===== config.mk =====
export PLATFORM = sky130hd
export DESIGN_NAME = touch_tap_swipe_classifier_unit
export DESIGN_NICKNAME = d
export VERILOG_FILES = /design/src/hw/rtl/tts_pkg.sv /design/src/hw/rtl/tts_cfg_regs.sv /design/src/hw/rtl/tts_classify.sv /design/src/hw/rtl/touch_tap_swipe_classifier_unit.sv
export SDC_FILE = /design/constraint.sdc
export NUM_CORES = 1
export LEC_CHECK = 0
export ABC_AREA = 1
export ABC_CLOCK_PERIOD_IN_PS = 5550
export BUFFER_PORTS_ARGS = -buffer_cell sky130_fd_sc_hd__buf_2
export CAP_MARGIN = 10
export CORE_ASPECT_RATIO = 0.7
export CORE_UTILIZATION = 52
export CTS_CLUSTER_SIZE = 24
export DETAILED_ROUTE_END_ITERATION = 12
export PLACE_DENSITY = 0.73
export SLEW_MARGIN = 25
export SYNTH_ARGS = -nofsm -noshare
export SYNTH_HDL_FRONTEND = slang
export SYNTH_SLANG_ARGS = --single-unit

===== constraint.sdc =====
create_clock -name clk -period 5.55 [get_ports clk]
set_input_delay 0 -clock clk [delete_from_list [all_inputs] [get_ports clk]]
set_output_delay 0 -clock clk [all_outputs]
set_load 0.01 [all_outputs]

===== src/hw/rtl/tts_pkg.sv =====
// Shared types and constants for the touch tap/swipe classifier.
// Gesture codes, register indexes, configuration struct and reset values.
// No dependencies.
`default_nettype none

package tts_pkg;

  // Fixed widths of the configuration registers
  localparam int unsigned THR_BITS  = 12;
  localparam int unsigned TMAX_BITS = 32;
  localparam int unsigned CFG_DATA_BITS = 32;
  localparam int unsigned CFG_IDX_BITS  = 2;

  typedef enum logic [1:0] {
    GEST_NONE  = 2'd0,
    GEST_LEFT  = 2'd1,
    GEST_RIGHT = 2'd2,
    GEST_TAP   = 2'd3
  } gesture_t;

  typedef enum logic [CFG_IDX_BITS-1:0] {
    REG_ENABLED        = 2'd0,
    REG_SWIPE_MIN      = 2'd1,
    REG_TAP_MAX_TRAVEL = 2'd2,
    REG_TAP_MAX_TIME   = 2'd3
  } reg_index_t;

  localparam logic [THR_BITS-1:0]  SWIPE_MIN_RST      = 12'd32;
  localparam logic [THR_BITS-1:0]  TAP_MAX_TRAVEL_RST = 12'd16;
  localparam logic [TMAX_BITS-1:0] TAP_MAX_TIME_RST   = 32'd700;

  typedef struct packed {
    logic                 enabled;
    logic [THR_BITS-1:0]  swipe_min_travel;
    logic [THR_BITS-1:0]  tap_max_travel;
    logic [TMAX_BITS-1:0] tap_max_time;
  } cfg_t;

endpackage

`default_nettype wire


===== src/hw/rtl/tts_cfg_regs.sv =====
// Configuration register file of the touch classifier.
// Depends on tts_pkg (cfg_t, register indexes, reset values).
`default_nettype none

module tts_cfg_regs (
  input  wire logic                               clk,
  input  wire logic                               rst,
  input  wire logic                               wen,
  input  wire logic [tts_pkg::CFG_IDX_BITS-1:0]   index,
  input  wire logic [tts_pkg::CFG_DATA_BITS-1:0]  wdata,
  output tts_pkg::cfg_t                           cfg
);
  import tts_pkg::*;

  always_ff @(posedge clk) begin
    if (rst) begin
      cfg.enabled          <= 1'b0;
      cfg.swipe_min_travel <= SWIPE_MIN_RST;
      cfg.tap_max_travel   <= TAP_MAX_TRAVEL_RST;
      cfg.tap_max_time     <= TAP_MAX_TIME_RST;
    end else if (wen) begin
      case (reg_index_t'(index))
        REG_ENABLED:        cfg.enabled          <= wdata[0];
        REG_SWIPE_MIN:      cfg.swipe_min_travel <= wdata[THR_BITS-1:0];
        REG_TAP_MAX_TRAVEL: cfg.tap_max_travel   <= wdata[THR_BITS-1:0];
        REG_TAP_MAX_TIME:   cfg.tap_max_time     <= wdata[TMAX_BITS-1:0];
        default: ;
      endcase
    end
  end

endmodule

`default_nettype wire


===== src/hw/rtl/tts_classify.sv =====
// Combinational gesture decision for one touch sample against the press state.
// Depends on tts_pkg (cfg_t, gesture_t).
`default_nettype none

module tts_classify #(
  parameter int unsigned COORD_BITS = 12,
  parameter int unsigned TIME_BITS  = 32
) (
  input  wire tts_pkg::cfg_t            cfg,
  input  wire logic                     sample_valid,
  input  wire logic                     finger_down,
  input  wire logic [COORD_BITS-1:0]    pos_x,
  input  wire logic [COORD_BITS-1:0]    pos_y,
  input  wire logic [TIME_BITS-1:0]     now_time,
  input  wire logic                     touching,
  input  wire logic [COORD_BITS-1:0]    start_x,
  input  wire logic [COORD_BITS-1:0]    start_y,
  input  wire logic [COORD_BITS-1:0]    last_x,
  input  wire logic [COORD_BITS-1:0]    last_y,
  input  wire logic [TIME_BITS-1:0]     press_time,
  output logic                          press_start,
  output logic                          last_upd,
  output logic                          press_end,
  output logic                          tap_hit,
  output tts_pkg::gesture_t             gesture
);
  import tts_pkg::*;

  localparam int unsigned CW = (COORD_BITS > THR_BITS) ? COORD_BITS : THR_BITS;
  localparam int unsigned TW = (TIME_BITS > TMAX_BITS) ? TIME_BITS : TMAX_BITS;

  logic                  act;
  logic [COORD_BITS-1:0] adx, ady;
  logic [TIME_BITS-1:0]  elapsed;
  logic                  is_swipe, is_tap;

  always_comb begin
    act         = cfg.enabled & sample_valid;
    press_start = act & finger_down & ~touching;
    last_upd    = act & finger_down;
    press_end   = act & ~finger_down & touching;

    adx     = (last_x >= start_x) ? (last_x - start_x) : (start_x - last_x);
    ady     = (last_y >= start_y) ? (last_y - start_y) : (start_y - last_y);
    elapsed = now_time - press_time;   // wraps modulo 2^TIME_BITS

    is_swipe = (CW'(adx) >= CW'(cfg.swipe_min_travel)) && (adx > ady);
    is_tap   = (CW'(adx) <= CW'(cfg.tap_max_travel)) &&
               (CW'(ady) <= CW'(cfg.tap_max_travel)) &&
               (TW'(elapsed) <= TW'(cfg.tap_max_time));

    tap_hit = press_end & ~is_swipe & is_tap;
    gesture = GEST_NONE;
    if (press_end) begin
      if (is_swipe) begin
        gesture = (last_x < start_x) ? GEST_LEFT : GEST_RIGHT;
      end else if (is_tap) begin
        gesture = GEST_TAP;
      end
    end
  end

endmodule

`default_nettype wire


===== src/hw/rtl/touch_tap_swipe_classifier_unit.sv =====
// Top level of the touch tap/swipe classifier: stream ports, sample register,
// press state and result register. Depends on tts_pkg, tts_cfg_regs, tts_classify.
//
//   channel   | dir | words                                      | handshake
//   ----------+-----+--------------------------------------------+----------------
//   s_*       | in  | one touch sample per word                  | tvalid/tready
//   m_*       | out | one gesture result per accepted sample     | tvalid/tready
//   cfg_*     | in  | register writes, index 0..3                | wen only
//
// One sample word per cycle, back to back, while m_tready stays high; each sample
// passes through the sample register, then the result register.
// Press state commits as a sample moves into the result register, so the next
// sample already sees it. With m_tready low the sample register takes one more
// word; s_tready drops only while both stages are full.
// Synchronous reset clears both stages, the press state and the registers.
`default_nettype none

module touch_tap_swipe_classifier_unit #(
  parameter int unsigned COORD_BITS = 12,
  parameter int unsigned TIME_BITS  = 32,
  localparam int unsigned IN_BITS  = ((2 + 2*COORD_BITS + TIME_BITS + 7) / 8) * 8,
  localparam int unsigned OUT_BITS = ((2 + 2*COORD_BITS + 7) / 8) * 8
) (
  input  wire logic                               clk,
  input  wire logic                               rst,
  // s_tdata: sample_valid, finger_down, pos_x, pos_y, now_time, zero pad
  input  wire logic                               s_tvalid,
  output logic                                    s_tready,
  input  wire logic [IN_BITS-1:0]                 s_tdata,
  // m_tdata: gesture, tap_pos_x, tap_pos_y, zero pad
  output logic                                    m_tvalid,
  input  wire logic                               m_tready,
  output logic [OUT_BITS-1:0]                     m_tdata,
  input  wire logic                               cfg_wen,
  input  wire logic [tts_pkg::CFG_IDX_BITS-1:0]   cfg_index,
  input  wire logic [tts_pkg::CFG_DATA_BITS-1:0]  cfg_wdata
);
  import tts_pkg::*;

  localparam int unsigned X_LO = 2;
  localparam int unsigned Y_LO = X_LO + COORD_BITS;
  localparam int unsigned T_LO = Y_LO + COORD_BITS;

  cfg_t cfg;

  // sample register
  logic                  in_v;
  logic                  smp_valid, smp_down;
  logic [COORD_BITS-1:0] smp_x, smp_y;
  logic [TIME_BITS-1:0]  smp_time;

  // press state
  logic                  touching;
  logic [COORD_BITS-1:0] start_x, start_y, last_x, last_y, tap_x, tap_y;
  logic [TIME_BITS-1:0]  press_time;

  // result register
  logic                  out_v;
  gesture_t              res_gesture;
  logic [COORD_BITS-1:0] res_x, res_y;

  logic     advance;
  logic     press_start, last_upd, press_end, tap_hit;
  gesture_t gesture;

  tts_cfg_regs u_cfg (
    .clk   (clk),
    .rst   (rst),
    .wen   (cfg_wen),
    .index (cfg_index),
    .wdata (cfg_wdata),
    .cfg   (cfg)
  );

  tts_classify #(
    .COORD_BITS (COORD_BITS),
    .TIME_BITS  (TIME_BITS)
  ) u_cls (
    .cfg          (cfg),
    .sample_valid (smp_valid),
    .finger_down  (smp_down),
    .pos_x        (smp_x),
    .pos_y        (smp_y),
    .now_time     (smp_time),
    .touching     (touching),
    .start_x      (start_x),
    .start_y      (start_y),
    .last_x       (last_x),
    .last_y       (last_y),
    .press_time   (press_time),
    .press_start  (press_start),
    .last_upd     (last_upd),
    .press_end    (press_end),
    .tap_hit      (tap_hit),
    .gesture      (gesture)
  );

  // sample moves on when the result register is empty or being drained
  assign advance  = in_v & (~out_v | m_tready);
  assign s_tready = ~in_v | advance;

  always_ff @(posedge clk) begin
    if (rst) begin
      in_v <= 1'b0;
    end else if (s_tready) begin
      in_v <= s_tvalid;
    end
  end

  always_ff @(posedge clk) begin
    if (s_tvalid && s_tready) begin
      smp_valid <= s_tdata[0];
      smp_down  <= s_tdata[1];
      smp_x     <= s_tdata[X_LO +: COORD_BITS];
      smp_y     <= s_tdata[Y_LO +: COORD_BITS];
      smp_time  <= s_tdata[T_LO +: TIME_BITS];
    end
  end

  // press state, committed as the sample leaves the sample register
  always_ff @(posedge clk) begin
    if (rst) begin
      touching   <= 1'b0;
      start_x    <= '0;
      start_y    <= '0;
      last_x     <= '0;
      last_y     <= '0;
      press_time <= '0;
      tap_x      <= '0;
      tap_y      <= '0;
    end else if (advance) begin
      if (press_start) begin
        touching   <= 1'b1;
        start_x    <= smp_x;
        start_y    <= smp_y;
        press_time <= smp_time;
      end
      if (last_upd) begin
        last_x <= smp_x;
        last_y <= smp_y;
      end
      if (press_end) begin
        touching <= 1'b0;
      end
      if (tap_hit) begin
        tap_x <= last_x;
        tap_y <= last_y;
      end
    end
  end

  always_ff @(posedge clk) begin
    if (rst) begin
      out_v <= 1'b0;
    end else if (advance) begin
      out_v <= 1'b1;
    end else if (m_tready) begin
      out_v <= 1'b0;
    end
  end

  // tap point shown is the one after this sample
  always_ff @(posedge clk) begin
    if (advance) begin
      res_gesture <= gesture;
      res_x       <= tap_hit ? last_x : tap_x;
      res_y       <= tap_hit ? last_y : tap_y;
    end
  end

  assign m_tvalid = out_v;
  assign m_tdata  = OUT_BITS'({res_y, res_x, res_gesture});

endmodule

`default_nettype wire


Word-level counts from Yosys, hierarchy flattened
Index checks and enable logic that the tools add are counted.
{"block": "op_classes", "add_sub_neg": 5, "order_cmp": 8, "eq_ne": 3, "muxes": 11, "bitwise_logic": 15, "reduce_logical": 14}
{"operator": "$mux W12", "count": 4}
{"operator": "$sub A12 B12 Y12", "count": 4}
{"operator": "$ge A12 B12 Y1", "count": 3}
{"operator": "$le A32 B32 Y1", "count": 1}
{"operator": "$sub A32 B32 Y32", "count": 1}
{"operator": "$le A12 B12 Y1", "count": 2}
{"operator": "$reduce_and A2 Y1", "count": 7}
{"operator": "$gt A12 B12 Y1", "count": 1}
{"operator": "$lt A12 B12 Y1", "count": 1}
{"operator": "$and A1 B1 Y1", "count": 8}
{"operator": "$mux W2", "count": 3}
{"operator": "$not A1 Y1", "count": 5}
{"operator": "$eq A2 B2 Y1 const B", "count": 2}
{"operator": "$logic_and A1 B1 Y1", "count": 4}
{"operator": "$mux W1", "count": 4}
{"operator": "$reduce_bool A2 Y1", "count": 2}
{"operator": "$eq A2 B1 Y1 const B", "count": 1}
{"operator": "$logic_not A2 Y1", "count": 1}
{"operator": "$or A1 B1 Y1", "count": 2}
{"block": "totals", "register_bits": 248, "inputBits": 103, "out_inout_bits": 34, "elab_cells": 78}

Logic depth before layout (Yosys ltp)
{"block": "logic_depth", "ltp_word": 8, "mapped_depth": 30, "mapped_depth_nobuf": 29}

Cells and area by module
From an unflattened synthesis, not the netlist that was laid out.
{"block": "unflattened", "cells_unflattened": 2497, "hier_area_um2": 17021.3}
{"mod": "touch_tap_swipe_classifier_unit", "instances": 1, "cells_per_inst": 1023, "area_per_inst_um2": 8065.2, "seq_area_each_um2": 4664.5}
{"mod": "tts_classify", "instances": 1, "cells_per_inst": 1124, "area_per_inst_um2": 6680.2, "seq_area_each_um2": 0.0}
{"mod": "tts_cfg_regs", "instances": 1, "cells_per_inst": 350, "area_per_inst_um2": 2275.9, "seq_area_each_um2": 1141.1}

Worst setup path before layout
OpenSTA, ideal clock, no wires.
{"block": "synth_timing", "path_kind": "flip-flop to flip-flop", "startpoint": "register last_x[0]", "endpoint": "register tap_x[2]", "setup_time_ns": 0.110, "arrival_time_ns": 3.341, "t_required_ns": 5.440, "slack_ns": 2.098, "path_stages_with_launch": 27, "path_buffers": 2, "period_less_slack_ns": 3.452, "path_cell_list": "dfxtp_1 > inv_1 > ha_1 > inv_1 > fa_1 > a21o_1 > a21oi_2 > nand2_2 > buf_6 > o21ai_2 > xor2_1 > inv_1 > ha_1 > nand2_1 > nor2_1 > and2_1 > nand2_1 > nand3_1 > nand2_1 > nor2_2 > nor2_4 > nand3_4 > buf_8 > nand2_2 > nand3_1 > nand2_1 > inv_1"}
{"block": "synth_via", "elab_chain_len": 8, "word_cells_on_any_way": 14, "classes_between": "add/sub: 2; order compare: 4; mux: 2; bitwise: 3; reduce/logical: 3"}
{"element": "start: declaration", "line": "touch_tap_swipe_classifier_unit.sv:54", "source": "logic [COORD_BITS-1:0] start_x, start_y, last_x, last_y, tap_x, tap_y;"}
{"element": "start signal: assignment", "line": "touch_tap_swipe_classifier_unit.sv:139", "source": "last_x <= smp_x;"}
{"element": "$sub A12 B12 Y12 / $ge A12 B12 Y1 (equally long branches)", "line": "tts_classify.sv:43", "source": "adx = (last_x >= start_x) ? (last_x - start_x) : (start_x - last_x);"}
{"element": "$mux W12 (*)", "line": "tts_classify.sv:43"}
{"element": "$ge A12 B12 Y1 / $gt A12 B12 Y1 (equally long branches)", "line": "tts_classify.sv:47", "source": "is_swipe = (CW'(adx) >= CW'(cfg.swipe_min_travel)) && (adx > ady);"}
{"element": "$logic_and A1 B1 Y1", "line": "tts_classify.sv:47"}
{"element": "$not A1 Y1", "line": "tts_classify.sv:52", "source": "tap_hit = press_end & ~is_swipe & is_tap;"}
{"element": "$and A1 B1 Y1", "line": "tts_classify.sv:52"}
{"element": "$and A1 B1 Y1 (*)", "line": "tts_classify.sv:52"}
{"element": "$mux W12 (*)"}
{"element": "end signal: assignment", "line": "touch_tap_swipe_classifier_unit.sv:146", "source": "tap_x <= last_x;"}
{"element": "end: declaration", "line": "touch_tap_swipe_classifier_unit.sv:54"}
Mark *: on every way between the ends. The rest lies on a longest branch, timed or not.
A chain may end at the register's enable or synchronous reset.

Worst setup path in the final report
{"block": "layout_timing", "startpoint": "register start_y[9]", "endpoint": "register tap_x[9]"}
{"block": "layout_via", "elab_chain_len": 8, "word_cells_on_any_way": 13, "classes_between": "add/sub: 2; order compare: 3; mux: 2; bitwise: 3; reduce/logical: 3"}
{"element": "start: declaration", "line": "touch_tap_swipe_classifier_unit.sv:54"}
{"element": "start signal: assignment", "line": "touch_tap_swipe_classifier_unit.sv:135", "source": "start_y <= smp_y;"}
{"element": "$sub A12 B12 Y12 / $ge A12 B12 Y1 (equally long branches)", "line": "tts_classify.sv:44", "source": "ady = (last_y >= start_y) ? (last_y - start_y) : (start_y - last_y);"}
{"element": "$mux W12 (*)", "line": "tts_classify.sv:44"}
{"element": "$gt A12 B12 Y1", "line": "tts_classify.sv:47"}
{"element": "$logic_and A1 B1 Y1", "line": "tts_classify.sv:47"}
{"element": "$not A1 Y1", "line": "tts_classify.sv:52"}
{"element": "$and A1 B1 Y1", "line": "tts_classify.sv:52"}
{"element": "$and A1 B1 Y1 (*)", "line": "tts_classify.sv:52"}
{"element": "$mux W12 (*)"}
Marks and branches as above.

==> run metrics <==
Floorplan Core Area=27950 µm²; share of Yosys cell area claimed by the top area cell type=22.07%; net switching share of the total power=28.72%; main combinational cell family by area after synthesis=simple AND/OR/NAND/NOR gates; share of post-route cells with drive strength above 1=9.580%; crit path kind=flop to flop; Setup WS pre-CTS=1.065 ns; global-route track usage on met1=38.70%; number of instances in the synthesized netlist=1906; post-synthesis share of cell area spent on and, or, nand and nor gates=16.72%; pins over their slew limit=0; buffers inserted during post-CTS setup optimization=0; result of the run=finished, final reports clean; Die H=143.5 µm; Num CTS Buffers=26; final wirelength=37880 µm; crit end category=flop; met3 routing resource usage after global routing=4.807%; synthesized-area fraction occupied by xor and xnor cells=3.710%; largest fanout on the critical path=24; register area share after synthesis=39.03%; router iterations before antenna repair=5; transition time of the tightest slew-check pin=0.8907 ns; DRC viols=0; average wire per standard cell=15.21 µm; Sequential Power Share=42.5%; initial core utilization=53.21%; Longest Clk Path Bufs=3; Comb power frac=20.0%; top cell types by occurrence after synthesis=308 x nand2_1, 290 x inv_1, 245 x a21oi_1; count of nets left with antenna violations after detail routing=0; adder-cell share of the synthesized area=13.88%; count of flip-flops with a built-in enable after synthesis=84; cell types with the largest area share after synthesis=dfxtp_1 22%, edfxtp_1 17%, ha_1 13%, a21oi_1 8.2%, nand2_1 7.8%; share of the clock period used by the worst path=82.52%; aggregate negative setup slack=0 ns; largest net degree at the start of global routing=132; met2 Track Usage GR=38.84%; antenna violations before repair=0; Layout Area Growth over Synthesis=17.83%; Core Util, Final=62.70%; mapped cell area=14870 µm²; library cell used as clock root buffer=clkbuf_16; arrival time reported for the critical path endpoint=5.01 ns; synthesized flop and latch total=248; Hold WC Path Type=input pin to flop; antenna diode count=0; worst clock skew on the final layout=0.01594 ns; I/O Buffers=124; top cell type by total area after synthesis=dfxtp_1; main flop type after synthesis=dfxtp_1; placed instance count=2344; Min Clock Period, post-route=4.580 ns; fin nets=2364; count of final hold-check violations=0; busiest layer in global routing=met2; most frequently used cell type in the post-synthesis netlist=nand2_1; number of distinct library cells after synthesis=45; wire length of the first global-routing pass=60980 µm; maximum vdd drop=0.2745 mV; clock network latency to the later pin of the worst-skew pair=0.54 ns; average cell area after synthesis=7.803 µm²; num ports=137; final setup violation count=0; non-filler cells in the finished layout=2490; Final WS setup=0.9702 ns; total number of placement rows=51; proportion of power drawn by the clock network=37.5%; total die area=29290 µm²; deepest level of the CTS H-tree=1; total vias in the final route=12990; switching power total=1.344 mW; compound-cell area share of the yosys netlist=16.65%; max-capacitance violation count=0; clock tree from TritonCTS=yes; leakage power figure=8.152 nW; achievable clock frequency=0.2184 GHz; Power Dens Cells=267.0 nW/µm²; GR Util All Layers=25.97%; unrepaired setup endpoints after global routing=false; total power consumption of the routed design=4.679 mW; Critical Path Start Type=flop; floorplan die width=204.1 µm; worst slew slack as a fraction of its limit=40.62%; vias per cell=5.218; placed wire-length estimate=28020 µm; CP Data Required Time=5.98 ns; GRT overflow=0; final estimated routing congestion in global placement=0.9334; Post-Route Hold Slack=0.03946 ns; number of global-route vias before repair=12190; clock transition at the registers of the reported paths=0.06 ns; Synth async-reset ratio=0%; share of cell area taken by muxes after synthesis=0%; finished layout cell area=17520 µm²; iteration-0 DRC count of the detailed router=808; Power Internal=3.336 mW; instance area after placement=15670 µm²; synthesis warning total=0; clk sinks=248
kinds of logic after synthesis:
group / count (synthesis)
adder cells (fa/ha/maj): 162
other: 1
XOR/XNOR: 63
AND/OR/NAND/NOR: 593
AO/OA/AOI/OAI: 472
flip-flops: 248
buffers and inverters: 367
worst paths after layout:
| check | slack, ns | end | depth (start not counted) | start |
|---|---|---|---|---|
| hold reg to reg | 0.46 | press_time[21] | 2 | press_time[21] |
| setup / recovery | 0.97 | tap_x[9] | 25 | start_y[9] |
| hold / removal | 0.04 | in_v | 3 | rst |
| setup reg to reg | 0.97 | tap_x[9] | 25 | start_y[9] |
critical path, stage by stage (launching register included):
cell and delay, ns:
dfxtp_1 0.34, inv_1 0.06, ha_1 0.35, inv_1 0.16, o21bai_1 0.11, a221oi_1 0.35
o31a_1 0.20, nand3_1 0.42, inv_2 0.36, nand2_1 0.09, nand2_1 0.15, inv_1 0.07
ha_1 0.29, nand2_1 0.10, nor2_1 0.07, and2_1 0.17, o21ai_1 0.09, nand3_1 0.08
nand2_1 0.06, nand2_1 0.09, inv_2 0.09, nand3_4 0.31, nand2_1 0.20, nand3_1 0.11
nand2_1 0.10, inv_1 0.05
power by group through the flow:
stage / combinational, mW / clock (mW) / sequential [mW]
2_1_floorplan: 0.627 / 0 / 2.03
3_3_place_gp: 0.830 / 0 / 2.03
3_5_place_dp: 0.865 / 0 / 2.03
4_1_cts: 0.924 / 1.79 / 1.99
5_1_grt: 1.06 / 1.86 / 2.00
6_report: 0.935 / 1.75 / 1.99
layout make-up:
class / count / area [µm²]
Clock inverter: 11 / 91.34
Fill cell: 2530 / 10430
Tap cell: 371 / 464.2
Multi-Input combinational cell: 1296 / 7601
Clock buffer: 37 / 774.5
Inverter: 295 / 1107
Timing Repair Buffer: 232 / 1680
Sequential cell: 248 / 5806
timing repair:
| action | CTS | global route |
|---|---|---|
| gates resized for setup | 0 | 0 |
| hold buffers | 98 | 0 |
| endpoints found under the hold margin | 117 | 0 |
cell usage in the layout, fill, tap and decap left out, types with 48 or more instances in the layout:
cell and n:
xor2_1 48, ha_1 157, buf_2 124, inv_1 288, a21oi_1 245, nand2_1 308, edfxtp_1 84, dlygate4sd3_1 98
dfxtp_1 164, o21ai_0 179, nor2_1 150, nand3_1 66
per-layer routing:
metal / vias up / part of all wire, %
met5: - / 0
met1: 5974 / 51
met3: 40 / 6.1
met4: 0 / 1.9
met2: 314 / 41
li1: 6665 / -
registers in the layout, summed over array words and instances (netlist names):
signal	count
res_gesture	2
last_x	12
smp_x	12
touching	1
u_cfg.cfg	57
tap_x	12
smp_down	1
start_x	12
tap_y	12
last_y	12
m_tvalid	1
in_v	1
res_y	12
start_y	12
smp_valid	1
smp_y	12
press_time	32
smp_time	32
res_x	12
Power figures use the tool's default switching activity.
